--- config.mk ---
export PLATFORM = sky130hd
export DESIGN_NAME = serial_line_receive_buffer
export DESIGN_NICKNAME = d
export VERILOG_FILES = /design/src/rtl/slrb_pkg.sv /design/src/rtl/slrb_front.sv /design/src/rtl/slrb_queue.sv /design/src/rtl/slrb_back.sv /design/src/rtl/serial_line_receive_buffer.sv
export SDC_FILE = /design/constraint.sdc
export NUM_CORES = 1
export LEC_CHECK = 0
export ABC_CLOCK_PERIOD_IN_PS = 6490
export BUFFER_PORTS_ARGS = -buffer_cell sky130_fd_sc_hd__buf_4
export CORE_MARGIN = 3
export CORE_UTILIZATION = 57
export DETAILED_ROUTE_END_ITERATION = 12
export GPL_ROUTABILITY_DRIVEN = 0
export PLACE_DENSITY = 0.83
export SKIP_LAST_GASP = 1
export SYNTH_ARGS = -nofsm -noshare
export SYNTH_HDL_FRONTEND = slang
export SYNTH_SLANG_ARGS = --single-unit
--- constraint.sdc ---
create_clock -name aclk -period 6.49 [get_ports aclk]
set_input_delay 1.298 -clock aclk [delete_from_list [all_inputs] [get_ports aclk]]
set_output_delay 1.298 -clock aclk [all_outputs]
set_load 0.03 [all_outputs]
--- src/rtl/slrb_pkg.sv ---
package slrb_pkg;

    localparam int CHAR_BITS     = 9;
    localparam int DEPTH         = 128;
    localparam int PTR_BITS      = $clog2(DEPTH);
    localparam int CNT_BITS      = PTR_BITS;
    localparam int FILL_OUT_BITS = 7;
    localparam int ECHO_LIMIT    = 63;
    localparam int ECHO_BITS     = $clog2(ECHO_LIMIT + 1);
    localparam int Q_DEPTH       = 4;
    localparam int Q_PTR_BITS    = $clog2(Q_DEPTH);

    localparam logic [CHAR_BITS-1:0] TERM_RESET = CHAR_BITS'(13);

    // input mode codes
    localparam logic [1:0] MODE_CHAR  = 2'd0;
    localparam logic [1:0] MODE_DRAIN = 2'd1;
    localparam logic [1:0] MODE_FLUSH = 2'd2;

    // result kinds
    localparam logic KIND_STATUS = 1'b0;
    localparam logic KIND_ECHO   = 1'b1;

    typedef enum logic [1:0] {
        OP_CHAR,
        OP_DRAIN,
        OP_FLUSH,
        OP_NOP
    } op_t;

    typedef struct packed {
        op_t                  op;
        logic                 is_term;
        logic [CHAR_BITS-1:0] ch;
    } cmd_t;

endpackage

--- src/rtl/slrb_front.sv ---
module slrb_front
    import slrb_pkg::*;
(
    input  logic                 aclk,
    input  logic                 aresetn,
    input  logic                 cfg_valid,
    input  logic [CHAR_BITS-1:0] cfg_data,
    input  logic [1:0]           mode,
    input  logic [CHAR_BITS-1:0] rx_char,
    output cmd_t                 cmd
);

    logic [CHAR_BITS-1:0] term_reg;

    always_ff @(posedge aclk) begin
        if (!aresetn) begin
            term_reg <= TERM_RESET;
        end else if (cfg_valid) begin
            term_reg <= cfg_data;
        end
    end

    // classify the request; unused mode becomes a no-op
    always_comb begin
        cmd.ch      = rx_char;
        cmd.is_term = (rx_char == term_reg);
        unique case (mode)
            MODE_CHAR:  cmd.op = OP_CHAR;
            MODE_DRAIN: cmd.op = OP_DRAIN;
            MODE_FLUSH: cmd.op = OP_FLUSH;
            default:    cmd.op = OP_NOP;
        endcase
    end

endmodule

--- src/rtl/slrb_queue.sv ---
module slrb_queue
    import slrb_pkg::*;
(
    input  logic aclk,
    input  logic aresetn,
    input  logic push,
    input  cmd_t push_cmd,
    output logic not_full,
    input  logic pop,
    output logic not_empty,
    output cmd_t head_cmd
);

    cmd_t                slot [Q_DEPTH];
    logic [Q_PTR_BITS-1:0] wr_ptr_reg, wr_ptr_next;
    logic [Q_PTR_BITS-1:0] rd_ptr_reg, rd_ptr_next;
    logic [Q_PTR_BITS:0]   count_reg, count_next;

    assign not_full  = (count_reg != (Q_PTR_BITS + 1)'(Q_DEPTH));
    assign not_empty = (count_reg != '0);
    assign head_cmd  = slot[rd_ptr_reg];

    always_comb begin
        wr_ptr_next = push ? wr_ptr_reg + 1'b1 : wr_ptr_reg;
        rd_ptr_next = pop ? rd_ptr_reg + 1'b1 : rd_ptr_reg;
        count_next  = count_reg;
        if (push && !pop) begin
            count_next = count_reg + 1'b1;
        end else if (pop && !push) begin
            count_next = count_reg - 1'b1;
        end
    end

    always_ff @(posedge aclk) begin
        if (!aresetn) begin
            wr_ptr_reg <= '0;
            rd_ptr_reg <= '0;
            count_reg  <= '0;
        end else begin
            wr_ptr_reg <= wr_ptr_next;
            rd_ptr_reg <= rd_ptr_next;
            count_reg  <= count_next;
        end
    end

    always_ff @(posedge aclk) begin
        if (push) begin
            slot[wr_ptr_reg] <= push_cmd;
        end
    end

endmodule

--- src/rtl/slrb_back.sv ---
module slrb_back
    import slrb_pkg::*;
(
    input  logic                     aclk,
    input  logic                     aresetn,
    input  logic                     q_valid,
    input  cmd_t                     q_cmd,
    output logic                     q_pop,
    output logic                     out_valid,
    input  logic                     out_ready,
    output logic                     out_kind,
    output logic [CHAR_BITS-1:0]     out_char,
    output logic                     out_last,
    output logic                     out_full,
    output logic [FILL_OUT_BITS-1:0] out_fill
);

    localparam logic ST_IDLE = 1'b0;
    localparam logic ST_ECHO = 1'b1;

    logic [CHAR_BITS-1:0] line_mem [DEPTH];

    logic                 state_reg, state_next;
    logic [PTR_BITS-1:0]  head_reg, head_next;
    logic [CNT_BITS-1:0]  fill_reg, fill_next;
    logic                 full_reg, full_next;
    logic [PTR_BITS-1:0]  rd_ptr_reg, rd_ptr_next;
    logic [ECHO_BITS-1:0] remain_reg, remain_next;
    logic                 rd_vld_reg, rd_vld_next;
    logic [CHAR_BITS-1:0] rd_data_reg;

    logic                     out_vld_reg, out_vld_next;
    logic                     out_kind_reg, out_kind_next;
    logic [CHAR_BITS-1:0]     out_char_reg, out_char_next;
    logic                     out_last_reg, out_last_next;
    logic                     out_full_reg, out_full_next;
    logic [FILL_OUT_BITS-1:0] out_fill_reg, out_fill_next;

    logic                out_free;
    logic                wr_en;
    logic [PTR_BITS-1:0] wr_addr;
    logic                issue;
    logic                move;
    logic                load_status;
    logic [CNT_BITS-1:0] take;

    assign out_free = !out_vld_reg || out_ready;
    assign q_pop    = (state_reg == ST_IDLE) && q_valid && out_free;
    assign wr_addr  = PTR_BITS'(head_reg + fill_reg);
    assign take     = (fill_reg > CNT_BITS'(ECHO_LIMIT)) ? CNT_BITS'(ECHO_LIMIT) : fill_reg;
    assign move     = (state_reg == ST_ECHO) && rd_vld_reg && out_free;
    assign issue    = (state_reg == ST_ECHO) && (remain_reg != '0) && (!rd_vld_reg || move);

    always_comb begin
        state_next  = state_reg;
        head_next   = head_reg;
        fill_next   = fill_reg;
        full_next   = full_reg;
        rd_ptr_next = rd_ptr_reg;
        remain_next = remain_reg;
        rd_vld_next = rd_vld_reg;
        wr_en       = 1'b0;
        load_status = 1'b0;

        unique case (state_reg)
            ST_IDLE: begin
                if (q_pop) begin
                    unique case (q_cmd.op)
                        OP_CHAR: begin
                            load_status = 1'b1;
                            if (fill_reg < CNT_BITS'(DEPTH - 1) && !q_cmd.is_term
                                    && !full_reg) begin
                                wr_en     = 1'b1;
                                fill_next = fill_reg + 1'b1;
                            end else begin
                                full_next = 1'b1;
                            end
                        end
                        OP_DRAIN: begin
                            if (full_reg) begin
                                fill_next   = fill_reg - take;
                                full_next   = (fill_reg > CNT_BITS'(ECHO_LIMIT));
                                head_next   = head_reg + PTR_BITS'(take);
                                rd_ptr_next = head_reg;
                                remain_next = ECHO_BITS'(take);
                                if (take != '0) begin
                                    state_next = ST_ECHO;
                                end else begin
                                    load_status = 1'b1;
                                end
                            end else begin
                                load_status = 1'b1;
                            end
                        end
                        OP_FLUSH: begin
                            fill_next   = '0;
                            full_next   = 1'b0;
                            load_status = 1'b1;
                        end
                        default: begin
                            load_status = 1'b1;
                        end
                    endcase
                end
            end
            default: begin
                if (issue) begin
                    rd_ptr_next = rd_ptr_reg + 1'b1;
                    remain_next = remain_reg - 1'b1;
                    rd_vld_next = 1'b1;
                end else if (move) begin
                    rd_vld_next = 1'b0;
                end
                if (remain_reg == '0 && !rd_vld_reg && out_free) begin
                    load_status = 1'b1;
                    state_next  = ST_IDLE;
                end
            end
        endcase
    end

    // output register: echoes carry the post-drain state like the status does
    always_comb begin
        out_vld_next  = out_vld_reg;
        out_kind_next = out_kind_reg;
        out_char_next = out_char_reg;
        out_last_next = out_last_reg;
        out_full_next = out_full_reg;
        out_fill_next = out_fill_reg;
        priority if (load_status) begin
            out_vld_next  = 1'b1;
            out_kind_next = KIND_STATUS;
            out_char_next = '0;
            out_last_next = 1'b1;
            out_full_next = full_next;
            out_fill_next = FILL_OUT_BITS'(fill_next);
        end else if (move) begin
            out_vld_next  = 1'b1;
            out_kind_next = KIND_ECHO;
            out_char_next = rd_data_reg;
            out_last_next = 1'b0;
            out_full_next = full_reg;
            out_fill_next = FILL_OUT_BITS'(fill_reg);
        end else if (out_ready) begin
            out_vld_next = 1'b0;
        end
    end

    always_ff @(posedge aclk) begin
        if (!aresetn) begin
            state_reg   <= ST_IDLE;
            head_reg    <= '0;
            fill_reg    <= '0;
            full_reg    <= 1'b0;
            remain_reg  <= '0;
            rd_vld_reg  <= 1'b0;
            out_vld_reg <= 1'b0;
        end else begin
            state_reg   <= state_next;
            head_reg    <= head_next;
            fill_reg    <= fill_next;
            full_reg    <= full_next;
            remain_reg  <= remain_next;
            rd_vld_reg  <= rd_vld_next;
            out_vld_reg <= out_vld_next;
        end
    end

    always_ff @(posedge aclk) begin
        rd_ptr_reg   <= rd_ptr_next;
        out_kind_reg <= out_kind_next;
        out_char_reg <= out_char_next;
        out_last_reg <= out_last_next;
        out_full_reg <= out_full_next;
        out_fill_reg <= out_fill_next;
    end

    always_ff @(posedge aclk) begin
        if (wr_en) begin
            line_mem[wr_addr] <= q_cmd.ch;
        end
    end

    always_ff @(posedge aclk) begin
        if (issue) begin
            rd_data_reg <= line_mem[rd_ptr_reg];
        end
    end

    assign out_valid = out_vld_reg;
    assign out_kind  = out_kind_reg;
    assign out_char  = out_char_reg;
    assign out_last  = out_last_reg;
    assign out_full  = out_full_reg;
    assign out_fill  = out_fill_reg;

endmodule

--- src/rtl/serial_line_receive_buffer.sv ---
// Line buffer for received serial characters, closed by a terminator.
// Input stream (s_): each transfer is one request. s_tuser selects it:
// store a received character (s_tdata), drain the line by echo, or flush.
// Output stream (m_): echoed characters (m_tuser = 1) followed by exactly
// one status transfer per request (m_tuser = 0, m_tlast = 1). Every result
// carries the full flag and fill count as they stand after the request.
// Config channel (cfg_): writes the terminator; write only while idle.
// Path: a request waits in the command queue, then its result is registered
// in the output register; echoes first pass the read data register. Plain
// requests sustain one per cycle while m_tready is high; a drain of a closed
// line (N at most 63 characters per request) holds the back until its status,
// one echo per cycle while m_tready is high, through the single read port of the line memory.
// A four-entry command queue parts the front from the back, so s_tready
// only drops when that queue fills, e.g. while a long drain or a stalled
// m_tready holds the back. Stalls on m_ hold the output register.
// Reset: empty line, flag clear, terminator 13; no clearing pass is needed.
module serial_line_receive_buffer
    import slrb_pkg::*;
(
    input  logic        aclk,
    input  logic        aresetn,
    // terminator write
    input  logic        cfg_valid,
    output logic        cfg_ready,
    input  logic [8:0]  cfg_data,
    // requests
    input  logic        s_tvalid,
    output logic        s_tready,
    input  logic [15:0] s_tdata,   // [8:0] rx_char, rest zero
    input  logic [1:0]  s_tuser,   // [1:0] mode
    // results
    output logic        m_tvalid,
    input  logic        m_tready,
    output logic [23:0] m_tdata,   // [8:0] out_char, [9] full_flag, [16:10] fill_count
    output logic [0:0]  m_tuser,   // [0] kind
    output logic        m_tlast    // is_last
);

    cmd_t front_cmd;
    cmd_t head_cmd;
    logic q_not_full;
    logic q_not_empty;
    logic q_pop;
    logic push;

    logic                     out_kind;
    logic [CHAR_BITS-1:0]     out_char;
    logic                     out_full;
    logic [FILL_OUT_BITS-1:0] out_fill;

    // terminator can always be taken
    assign cfg_ready = 1'b1;
    assign s_tready  = q_not_full;
    assign push      = s_tvalid && q_not_full;

    slrb_front u_front (
        .aclk     (aclk),
        .aresetn  (aresetn),
        .cfg_valid(cfg_valid),
        .cfg_data (cfg_data[CHAR_BITS-1:0]),
        .mode     (s_tuser),
        .rx_char  (s_tdata[CHAR_BITS-1:0]),
        .cmd      (front_cmd)
    );

    // hold classified requests until the back is free
    slrb_queue u_queue (
        .aclk     (aclk),
        .aresetn  (aresetn),
        .push     (push),
        .push_cmd (front_cmd),
        .not_full (q_not_full),
        .pop      (q_pop),
        .not_empty(q_not_empty),
        .head_cmd (head_cmd)
    );

    // line memory, fill state and output register
    slrb_back u_back (
        .aclk     (aclk),
        .aresetn  (aresetn),
        .q_valid  (q_not_empty),
        .q_cmd    (head_cmd),
        .q_pop    (q_pop),
        .out_valid(m_tvalid),
        .out_ready(m_tready),
        .out_kind (out_kind),
        .out_char (out_char),
        .out_last (m_tlast),
        .out_full (out_full),
        .out_fill (out_fill)
    );

    // pack result fields, lowest first, padded to whole bytes
    assign m_tdata = {7'd0, out_fill, out_full, out_char};
    assign m_tuser = out_kind;

endmodule
==> results_dict.tcl <==
set metrics [dict create \
    grt_start_max_net_pins 124 \
    post-route-min-period_ps 4649 \
    syn_area_per_cell_um2 18.92 \
    finClkSkew_ps 25.25 \
    p_clk_frac 0.359 \
    critical_path.endpoint_type "register" \
    post_drt_via_cell_ratio 6.752 \
    minimum_setup_slack_among_reg_to_reg_paths_ps 1840 \
    gr-usage-met1 0.3547 \
    cell_at_the_root_of_the_clock_tree "sky130_fd_sc_hd__clkbuf_16" \
    core_area_um2 88510 \
    timing_hold_violations_final 0 \
    synth_warnings 0 \
    path_class "register to register" \
    syn-instance-count 2693 \
    layout_top_registers "u_back.line_mem x1152, u_queue.slot x48" \
    synth_seq_area_share 0.7421 \
    critical_path.max_fanout 16 \
    share_seq_of_total_power 0.523 \
    path_class_of_the_lowest_slack_min_delay_path "register to register" \
    power_frac_comb 0.117 \
    synth-xor-area-share 0.005500 \
    flip_flop_count_of_the_largest_register_after_layout 1152 \
    grt_pass1_vias 27260 \
    total_leakage_power_nw 17.92 \
    final_layout_size_suffix_gt1_frac 0.1978 \
    count_of_clock_tree_sinks 1277 \
    cts_resized 0 \
    synth_top_cell_area_share 0.7213 \
    power.net_switching_mw 4.944 \
    initial_util 0.5757 \
    final_util 0.6363 \
    worst_skew_pair.late_latency_ps 710 \
    finalWirelength_mm 122.7 \
    synthDominantAreaCellType "sky130_fd_sc_hd__edfxtp_1" \
    detailed_placement_wirelength_estimate_mm 70.36 \
    cts.reportedPaths.clkPinSlew_ps 70 \
    worstPathArrival_ps 4950 \
    total_power_mw 19.66 \
    busiest_layer_in_global_routing "met2" \
    cellInternalPower_mw 14.71 \
    drcViolationCount 0 \
    powerDensity_nw_per_um2 349.0 \
    rsz0062_at_grt "false" \
    wire_per_inst_um 30.52 \
    ir_drop_mv 0.2605 \
    grt_overflow 0 \
    timing.final.max_slew_violations 0 \
    final.period_utilization 0.7164 \
    grt_util_met3 0.06038 \
    synthDistinctLibCells 68 \
    synth_edf_count 1224 \
    asyncSetResetFlopFracSynth 0 \
    tightest_slew_ps 1363 \
    status "finished, final reports clean" \
    global_route_wire_length_before_repair_mm 180.8 \
    number_of_antenna_violations_at_the_first_check_in_global_routing 6 \
    tritoncts "done" \
    post-route-cell-area_um2 56320 \
    register_containing_the_most_flip_flops_in_the_final_layout "u_back.line_mem" \
    post_synth_mux_area_share 0.1500 \
    flow.area_growth_from_synthesis_pct 10.52 \
    main_combinational_cell_family_by_area_after_synthesis "multiplexers" \
    route.antenna.remaining_nets 0 \
    tritoncts.num_buffers 117 \
    max_freq_mhz 215.1 \
    cts-htree-levels 3 \
    use_met2 0.4196 \
    setup-tns-final_ps 0 \
    synth.area.top_cells "sky130_fd_sc_hd__edfxtp_1 72%, sky130_fd_sc_hd__mux4_2 12%, sky130_fd_sc_hd__mux2i_1 2.7%" \
    worst-endpoint-required_ps 6800 \
    synth-compound-area-share 0.03403 \
    fp.dieArea_um2 93020 \
    synthSimpleGateAreaFrac 0.04469 \
    detailed_router_s_first_iteration_violation_count 4270 \
    post-place-ws_ps 1677 \
    buffers_added_on_ports 45 \
    num_rows 109 \
    drv_cap 0 \
    critPathLaunchType "register" \
    slew_hr 0.09161 \
    firstDrtPassIters 8 \
    die_height_um 305.0 \
    die_w_um 305.0 \
    num_vias 27140 \
    detailed_place.area_um2 52380 \
    post-cts-setup-buffer-count 0 \
    max-clock-path-buffers 3 \
    setup_ws_ps 1841 \
    synth-seq-cells 1277 \
    cts_hold_buffers 0 \
    global_route_usage_over_all_layers 0.2643 \
    synthAdderAreaFrac 0.006581 \
    synth_ff_type "sky130_fd_sc_hd__edfxtp_1" \
    netlist_area_um2 50960 \
    num-nets-final 2810 \
    sw_frac 0.2515 \
    pin_count 61 \
    timing.final.setup_violations 0 \
]
[stage by stage]
stage,std cells,hold slack (ps)
floorplan,2699,462.4
CTS,4017,451.6
finish,4020,450.1
global placement,3799,429.8
detailed placement,3799,442.5
global route,4017,469.3
[cell usage after synthesis (all sizes together) (3+ instances only)]
cell,n
mux4,274
a21boi,6
a21oi,71
a22oi,22
nand3,45
a21o,6
or3,4
a32oi,4
or2,6
xor2,9
a311oi,4
o22ai,17
dfxtp,53
nor4,4
ha,22
a211oi,18
mux2,8
nor3,20
and2,17
nand2,159
nand2b,11
fa,3
o211ai,11
nand4,3
o21a,3
a22o,4
and3,7
edfxtp,1224
nor2,185
a221oi,8
a31oi,17
o221ai,12
o21ai,45
clkbuf,66
xnor2,23
buf,84
inv,18
o31ai,3
nor2b,38
mux2i,138
[final timing paths]
check / start / cells past startpoint / end
max: register / 6 / u_back.line_mem[33][5]$_DFFE_PP_
min: u_back.out_last$_SDFFE_PP1P_ / 2 / u_back.out_last$_SDFFE_PP1P_
max reg2reg: register / 6 / u_back.line_mem[33][5]$_DFFE_PP_
min reg2reg: u_back.out_last$_SDFFE_PP1P_ / 2 / u_back.out_last$_SDFFE_PP1P_
[worst max-delay path: stages, from the launching register on]
cell and delay [ps]:
sky130_fd_sc_hd__dfxtp_1 860, sky130_fd_sc_hd__mux4_2 650, sky130_fd_sc_hd__a311oi_4 450, sky130_fd_sc_hd__nand2_2 170, sky130_fd_sc_hd__nor3_4 230, sky130_fd_sc_hd__nand3_2 790, sky130_fd_sc_hd__nor2_1 1100
[logic make-up after synthesis]
family,Yosys count
xor gates and xnor gates,32
and+or+nand+nor,503
AOI/OAI and AO/OA,264
other,2
muxes,420
DFF,1277
adders and majority gates,25
buffers and inverters,170
[layout make-up]
cell class	count	area [µm²]
clock buffer	145	3147
timing repair buffer	85	700.7
fill	5534	32190
inverter	20	75.07
tap	1165	1458
multi-input combinational	1252	12330
sequential	1277	37820
antenna	3	7.507
clock inverter	73	783.3
[cell usage in the layout (no fill, tap or decap), types with 6 or more instances in the layout]
master	netlist	routed
sky130_fd_sc_hd__a211oi_1	18	18
sky130_fd_sc_hd__a21boi_0	6	6
sky130_fd_sc_hd__a21o_1	6	6
sky130_fd_sc_hd__a21oi_1	71	71
sky130_fd_sc_hd__a221oi_1	8	8
sky130_fd_sc_hd__a22oi_1	22	22
sky130_fd_sc_hd__a31oi_1	17	17
sky130_fd_sc_hd__and2_1	16	16
sky130_fd_sc_hd__and3_1	6	6
sky130_fd_sc_hd__buf_4	27	80
sky130_fd_sc_hd__bufinv_16	0	16
sky130_fd_sc_hd__clkbuf_1	66	20
sky130_fd_sc_hd__clkbuf_16	0	120
sky130_fd_sc_hd__clkinv_1	2	26
sky130_fd_sc_hd__clkinv_2	0	19
sky130_fd_sc_hd__clkinvlp_4	0	6
sky130_fd_sc_hd__conb_1	2	8
sky130_fd_sc_hd__dfxtp_1	53	53
sky130_fd_sc_hd__edfxtp_1	1224	1224
sky130_fd_sc_hd__ha_1	22	22
sky130_fd_sc_hd__inv_1	17	17
sky130_fd_sc_hd__mux2_2	8	8
sky130_fd_sc_hd__mux2i_1	138	138
sky130_fd_sc_hd__mux4_2	274	265
sky130_fd_sc_hd__mux4_4	0	9
sky130_fd_sc_hd__nand2_1	156	156
sky130_fd_sc_hd__nand2b_1	11	11
sky130_fd_sc_hd__nand3_1	41	41
sky130_fd_sc_hd__nor2_1	183	182
sky130_fd_sc_hd__nor2b_1	38	36
sky130_fd_sc_hd__nor3_1	18	18
sky130_fd_sc_hd__o211ai_1	11	11
sky130_fd_sc_hd__o21ai_0	43	43
sky130_fd_sc_hd__o221ai_1	12	12
sky130_fd_sc_hd__o22ai_1	17	17
sky130_fd_sc_hd__or2_2	6	6
sky130_fd_sc_hd__xnor2_1	23	23
sky130_fd_sc_hd__xor2_1	9	9
[routing by layer]
layer	share of wire	up-vias
li1	-	10960
met1	0.35	13800
met3	0.11	378
met4	0.052	0
met2	0.48	2007
met5	0	-
[power groups by stage]
stage	combinational (mW)	sequential [mW]	clock [mW]
floorplan	1.31	10.5	0
global placement	2.12	10.4	0
detailed placement	2.27	10.5	0
CTS	2.29	10.3	7.10
global route	2.47	10.3	7.41
finish	2.31	10.3	7.06
No activity file was read; power rests on OpenSTA's default activity.
